--- config.mk ---
export PLATFORM = sky130hd
export DESIGN_NAME = kabf_ctrl
export DESIGN_NICKNAME = d
export VERILOG_FILES = /design/src/design/kabf_pkg.sv /design/src/design/kabf_ctrl.sv
export SDC_FILE = /design/constraint.sdc
export NUM_CORES = 1
export LEC_CHECK = 0
export ABC_AREA = 1
export BUFFER_PORTS_ARGS = -buffer_cell sky130_fd_sc_hd__buf_2
export CAP_MARGIN = 10
export CORE_MARGIN = 3
export CORE_UTILIZATION = 41
export DETAILED_ROUTE_END_ITERATION = 16
export GPL_ROUTABILITY_DRIVEN = 1
export PLACE_DENSITY_LB_ADDON = 0.08
export SLEW_MARGIN = 20
export SYNTH_ARGS = -nofsm -noshare
export SYNTH_HDL_FRONTEND = slang
export SYNTH_SLANG_ARGS = --single-unit
--- constraint.sdc ---
create_clock -name i_clk -period 2.5 [get_ports i_clk]
set_clock_uncertainty 0.1 [all_clocks]
set_input_delay 0.375 -clock i_clk [delete_from_list [all_inputs] [get_ports i_clk]]
set_output_delay 0.375 -clock i_clk [all_outputs]
set_load 0.02 [all_outputs]
--- src/design/kabf_pkg.sv ---
// Package: shared types and constants for the angle/bias Kalman filter.
`timescale 1ns / 1ps
package kabf_pkg;

    localparam int unsigned W = 32;

    typedef logic signed [W-1:0] t_q;

    typedef enum logic [1:0] {
        CFG_PERIOD = 2'd0,
        CFG_QANGLE = 2'd1,
        CFG_QBIAS  = 2'd2,
        CFG_RMEAS  = 2'd3
    } t_cfg_idx;

    // datapath micro-operations, one per controller step
    typedef enum logic [4:0] {
        OP_NONE,
        OP_LOAD,       // latch item
        OP_PRED_A,     // decide update; if so angle += rate - bias
        OP_P00_A,      // t = P11 - P01
        OP_P00_B,      // t -= P10
        OP_P00_C,      // t += Qa
        OP_P00_D,      // P00 += t
        OP_P01,        // P01 -= P11, P10 -= P11, P11 += Qb
        OP_S,          // S = P00 + R, y = meas - angle
        OP_DIV0_GO,
        OP_DIV0_END,
        OP_DIV1_GO,
        OP_DIV1_END,
        OP_MUL_K0Y,
        OP_MUL_K1Y,
        OP_MUL_K0P00,
        OP_MUL_K0P01,
        OP_MUL_K1P00,
        OP_MUL_K1P01,
        OP_FINISH
    } t_op;

    typedef enum logic [4:0] {
        ST_IDLE,
        ST_LOAD,
        ST_DECIDE,
        ST_PRED_A,
        ST_P00_A,
        ST_P00_B,
        ST_P00_C,
        ST_P00_D,
        ST_P01,
        ST_S,
        ST_DIV0_GO,
        ST_DIV0_WAIT,
        ST_DIV1_GO,
        ST_DIV1_WAIT,
        ST_MUL_K0Y,
        ST_MUL_K1Y,
        ST_MUL_K0P00,
        ST_MUL_K0P01,
        ST_MUL_K1P00,
        ST_MUL_K1P01,
        ST_OUT
    } t_state;

    typedef struct packed {
        t_op  op;
        logic div_start;
    } t_cmd;

    typedef struct packed {
        logic upd;
        logic div_busy;
    } t_sts;

    function automatic t_q sat_add(input t_q a, input t_q b);
        logic signed [W:0] s;
        s = {a[W-1], a} + {b[W-1], b};
        if (s[W] != s[W-1]) return s[W] ? {1'b1, {(W-1){1'b0}}} : {1'b0, {(W-1){1'b1}}};
        return s[W-1:0];
    endfunction

    function automatic t_q sat_sub(input t_q a, input t_q b);
        logic signed [W:0] s;
        s = {a[W-1], a} - {b[W-1], b};
        if (s[W] != s[W-1]) return s[W] ? {1'b1, {(W-1){1'b0}}} : {1'b0, {(W-1){1'b1}}};
        return s[W-1:0];
    endfunction

endpackage

--- src/design/kabf_ctrl.sv ---
// Controller: sequences one item through the datapath.
`timescale 1ns / 1ps
module kabf_ctrl (
    input  logic           i_clk,
    input  logic           i_rst_n,
    input  logic           i_in_valid,
    output logic           o_in_ready,
    output logic           o_out_valid,
    input  logic           i_out_ready,
    input  kabf_pkg::t_sts i_sts,
    output kabf_pkg::t_cmd o_cmd
);
    import kabf_pkg::*;

    t_state r_state, n_state;

    always_ff @(posedge i_clk) begin
        if (!i_rst_n) r_state <= ST_IDLE;
        else r_state <= n_state;
    end

    always_comb begin
        n_state = r_state;
        unique case (r_state)
            ST_IDLE:      if (i_in_valid) n_state = ST_LOAD;
            ST_LOAD:      n_state = ST_DECIDE;
            ST_DECIDE:    n_state = ST_PRED_A;
            ST_PRED_A:    n_state = ST_P00_A;
            ST_P00_A:     n_state = i_sts.upd ? ST_P00_B : ST_OUT;
            ST_P00_B:     n_state = ST_P00_C;
            ST_P00_C:     n_state = ST_P00_D;
            ST_P00_D:     n_state = ST_P01;
            ST_P01:       n_state = ST_S;
            ST_S:         n_state = ST_DIV0_GO;
            ST_DIV0_GO:   n_state = ST_DIV0_WAIT;
            ST_DIV0_WAIT: if (!i_sts.div_busy) n_state = ST_DIV1_GO;
            ST_DIV1_GO:   n_state = ST_DIV1_WAIT;
            ST_DIV1_WAIT: if (!i_sts.div_busy) n_state = ST_MUL_K0Y;
            ST_MUL_K0Y:   n_state = ST_MUL_K1Y;
            ST_MUL_K1Y:   n_state = ST_MUL_K0P00;
            ST_MUL_K0P00: n_state = ST_MUL_K0P01;
            ST_MUL_K0P01: n_state = ST_MUL_K1P00;
            ST_MUL_K1P00: n_state = ST_MUL_K1P01;
            ST_MUL_K1P01: n_state = ST_OUT;
            ST_OUT:       if (i_out_ready) n_state = ST_IDLE;
            default:      n_state = ST_IDLE;
        endcase
    end

    always_comb begin
        o_cmd.op        = OP_NONE;
        o_cmd.div_start = 1'b0;
        o_in_ready      = 1'b0;
        o_out_valid     = 1'b0;
        unique case (r_state)
            ST_IDLE:      begin o_in_ready = 1'b1; if (i_in_valid) o_cmd.op = OP_LOAD; end
            ST_DECIDE:    o_cmd.op = OP_PRED_A;
            ST_P00_A:     if (i_sts.upd) o_cmd.op = OP_P00_A;
            ST_P00_B:     o_cmd.op = OP_P00_B;
            ST_P00_C:     o_cmd.op = OP_P00_C;
            ST_P00_D:     o_cmd.op = OP_P00_D;
            ST_P01:       o_cmd.op = OP_P01;
            ST_S:         o_cmd.op = OP_S;
            ST_DIV0_GO:   begin o_cmd.op = OP_DIV0_GO; o_cmd.div_start = 1'b1; end
            ST_DIV0_WAIT: if (!i_sts.div_busy) o_cmd.op = OP_DIV0_END;
            ST_DIV1_GO:   begin o_cmd.op = OP_DIV1_GO; o_cmd.div_start = 1'b1; end
            ST_DIV1_WAIT: if (!i_sts.div_busy) o_cmd.op = OP_DIV1_END;
            ST_MUL_K0Y:   o_cmd.op = OP_MUL_K0Y;
            ST_MUL_K1Y:   o_cmd.op = OP_MUL_K1Y;
            ST_MUL_K0P00: o_cmd.op = OP_MUL_K0P00;
            ST_MUL_K0P01: o_cmd.op = OP_MUL_K0P01;
            ST_MUL_K1P00: o_cmd.op = OP_MUL_K1P00;
            ST_MUL_K1P01: o_cmd.op = OP_MUL_K1P01;
            ST_OUT:       o_out_valid = 1'b1;
            default:      ;
        endcase
    end

endmodule

Word-level counts from Yosys, hierarchy flattened
Index checks and enable logic that the tools add are counted.
{ "op_classes": {"order_cmp": 0, "n_eq_ne": 24, "mux": 14, "add_sub_neg": 0, "div": 0, "shift": 0, "bitwise": 0, "multipliers": 0, "n_reduce_logical": 3} }
{ "op_table": {"columns": ["cell", "count"], "rows": [
  ["$pmux W5 S21", 1],
  ["$pmux W5 S18", 1],
  ["$eq A5 B4 Y1 const B", 8],
  ["$eq A5 B5 Y1 const B", 5],
  ["$mux W5", 5],
  ["$eq A5 B3 Y1 const B", 4],
  ["$eq A5 B2 Y1 const B", 2],
  ["$mux W4", 2],
  ["$ne A2 B2 Y1 const B", 4],
  ["$eq A5 B1 Y1 const B", 1],
  ["$logic_not A5 Y1", 1],
  ["$mux W1", 4],
  ["$reduce_and A4 Y1", 1],
  ["$mux W2", 1],
  ["$reduce_or A2 Y1", 1]
]} }
{ "word_totals": {"romBits": 0, "reg_bits": 5, "memories": 0, "out_inout_bits": 8, "mem_bits_rw": 0, "word_cells": 42, "latch_bits": 0, "inputBits": 6} }

Logic depth before layout (Yosys ltp)
{ "depth": {"word_depth": 3, "depth_mapped": 10, "depth_no_buf": 10} }

Worst setup path before layout
OpenSTA, ideal clock, no wires.
{ "synth_timing": {"path_kind": "register to output", "start": "register r_state[1]", "end": "output o_cmd[2] in the netlist's numbering", "t_required_ns": 2.025, "slack_ns": 0.814, "arrival_time_ns": 1.211, "path_buffers": 0, "path_stages_with_launch": 6, "cell_sequence": "dfxtp_1 nand2_2 nor2_1 nand2_1 or2_2 nand4_1"} }
{ "synth_rtl": {"columns": ["item", "line_no", "rtl"], "rows": [
  ["from (decl)", "kabf_ctrl.sv:15", "t_state r_state, n_state;"],
  ["from (signal assigned)", "kabf_ctrl.sv:19", "else r_state <= n_state;"],
  ["to (decl)", "kabf_ctrl.sv:11", "output kabf_pkg::t_cmd o_cmd"]
]} }

==> results.toml <==
[sta]
fin_hold_ws_ps = 257.2
period_share = 0.8917
min_period_ps = 2229
tightest_slew_ps = 418.3
finalHoldViolCount = 0
setup_tns_ps = 0
fmax_mhz = 448.6
finalSetupViolCount = 0
report.final.slew_viol_count = 0
slew_headroom = 0.7208
rsz0062_at_grt = "false"

[final_layout]
nNetsFinal = 136
largest_register = "r_state"
layoutNonFillerInstCount = 144
final_cell_area_sq_um = 704.4
largest_reg_flops = 5
n_antenna_cell = 0
syn2layout_area_growth_pct = 17.54
fin_util = 0.5281
layout-drive-gt1-share = 0.2016
reg_top3 = "r_state (5)"

[clock_tree]
clkTransAtPathRegs_ps = 40
root_buffer = "clkbuf_4"
cts_tree = "built"
post_cts_resized = 0
clock_latency_ps = 230
ctsHoldBuffers = 0
numCtsBuffers = 3
cts_max_path_buffers = 2
postCtsSetupRepairBufs = 0
htreeDepth = 1
cts_num_sinks = 5

[logic_synthesis]
netlist.area_leader.share = 0.2004
ys_top_cells_by_count = "32 x nand2_1, 17 x inv_1, 16 x nor2_1, 9 x nand3_1"
ys_types = 18
avgSynthCellArea_sq_um = 5.304
yosysTopAreaCell = "nand2_1"
yosys_warnings = 0
synth_fp_nets = 119
synthTopCellsByArea = "nand2_1 20%, dfxtp_1 17%, inv_1 11%"
syn_inst = 113
synth_seq_cells = 5
synth_top_flop_cell = "dfxtp_1"
syn_area_sq_um = 599.3
yosysMostFrequentCell = "nand2_1"
synth_edf_count = 0
synthArstFlopShare = 0
seq_area_frac_synth = 0.1670

[setup_path]
critPathBufInv = 2
path_delay_family = "simple AND/OR/NAND/NOR gates"
required_ps = 2030
cp.arrival_ps = 1750
cp_max_fo = 15
slowest_delay_ps = 440
end_kind = "primary output"
r2r_start = "r_state[4]$_SDFFE_PN0P_"
crit_chain = "inv_1 > nand3_1 > nor2_1 > nor3_1 > o211ai_1 > buf_2"
critPathLaunch = "r_state[4]$_SDFFE_PN0P_"
worstSetupPathDepth = 6
cp_slowest_cell = "dfxtp_1"
reg2reg_depth = 8
criticalPathCategory = "flop to primary output"
cp-start-kind = "flop"

[die]
dieHeight_um = 44.24
die_area_sq_mm = 0.001957
die_w_um = 44.24
initial_utilization = 0.4493
rows = 13
core_area_sq_mm = 0.001334
io_pins = 14

[placement]
gp_congestion = 0.9347
portBuffers = 13
hpwlAfterDp_um = 1411
postPlaceCellArea_sq_um = 678.2
dp.cells = 140

[hold_path]
whs_path_depth = 3
hold_start = "i_rst_n"
hp-class = "input port to flop"

[grt]
grt_overflow = 0
grt_max_degree = 16
antenna_found_initial = 0
grt_pass1_vias = 658
track_usage = 0.1818
grt_pass1_wl_um = 2718

[routing]
drt-initial-drc-count = 32
route.detailed.drc = 0
dr.pass1.iters = 4
drtAntennaViolNets = 0
wl_um = 1677
wl_per_cell_um = 11.65
via_per_inst = 5.347
vias = 770

[flow_run]
drv_cap = 0

[outcome]
status = "complete, no violations"

[power]
irDropWorstVdd_uv = 350.8
power_leakage_nw = 0.4239
power_density_mw_per_mm2 = 554.1
==> final cells by class <==
cell class | instances | area [sq um]
fillers | 144 | 629.4
multi-input cells | 88 | 422.9
flip-flops and latches | 5 | 100.1
inverters | 19 | 71.32
repair buffers | 13 | 65.06
clock buffers | 4 | 26.28
well taps | 15 | 18.77
==> cell families (layout without fill, tap and decap cells) <==
logic type      count (synthesis)  count (layout)  share of synthesized area
simple gates                   75              75                     0.5783
buf+inv                        20              36                     0.1273
flops                           5               5                     0.1670
compound gates                 13              13                     0.1273
==> layout by cell type (no fill, tap or decap) <==
cell / Yosys / final
nand2_1: 32 / 32
inv_1: 17 / 17
nor2_1: 16 / 16
buf_2: 1 / 13
nand3_1: 9 / 9
nand4_1: 5 / 5
a21oi_1: 5 / 5
nor3_1: 5 / 5
dfxtp_1: 5 / 5
o211ai_1: 4 / 4
nor2_2: 3 / 3
o21ai_0: 3 / 3
clkbuf_4: 0 / 3
inv_2: 2 / 2
nand2_4: 2 / 2
nor2_4: 1 / 1
nand2_2: 1 / 1
a31oi_1: 1 / 1
or2_2: 1 / 1
clkbuf_1: 0 / 1
==> per-layer routing <==
metal / global-route usage / wire, um
met1: 0.2304 / 743
met2: 0.2878 / 769
met3: 0.02033 / 103
met4: 0.1205 / 59
met5: 0 / 0
==> worst paths after layout <==
kind	to	slack, ps
max	o_cmd[3]	270
min	r_state[4]$_SDFFE_PN0P_	260
max reg2reg	r_state[1]$_SDFFE_PN0P_	800
min reg2reg	r_state[2]$_SDFFE_PN0P_	520
==> power breakdown <==
group | internal (W) | leakage, nW | switching, W
combinational | 0.0000626 | 0.368 | 0.000131
clock | 0.0000601 | 0.0150 | 0.0000295
sequential | 0.0000890 | 0.0407 | 0.0000177
total | 0.000212 | 0.424 | 0.000179
==> tightest hold or removal path, cell delays in order <==
cell and delay (ps):
buf_2 100, nand2_1 50, inv_1 40
==> through the flow <==
step,total power (W),worst slack [ps]
floorplan,0.0002456,814.3
global placement,0.0002983,504.0
detailed placement,0.0002995,496.1
CTS,0.0003934,257.5
global route,0.0004199,67.99
finish,0.0003903,270.7
No activity file was read; power rests on OpenSTA's default activity.
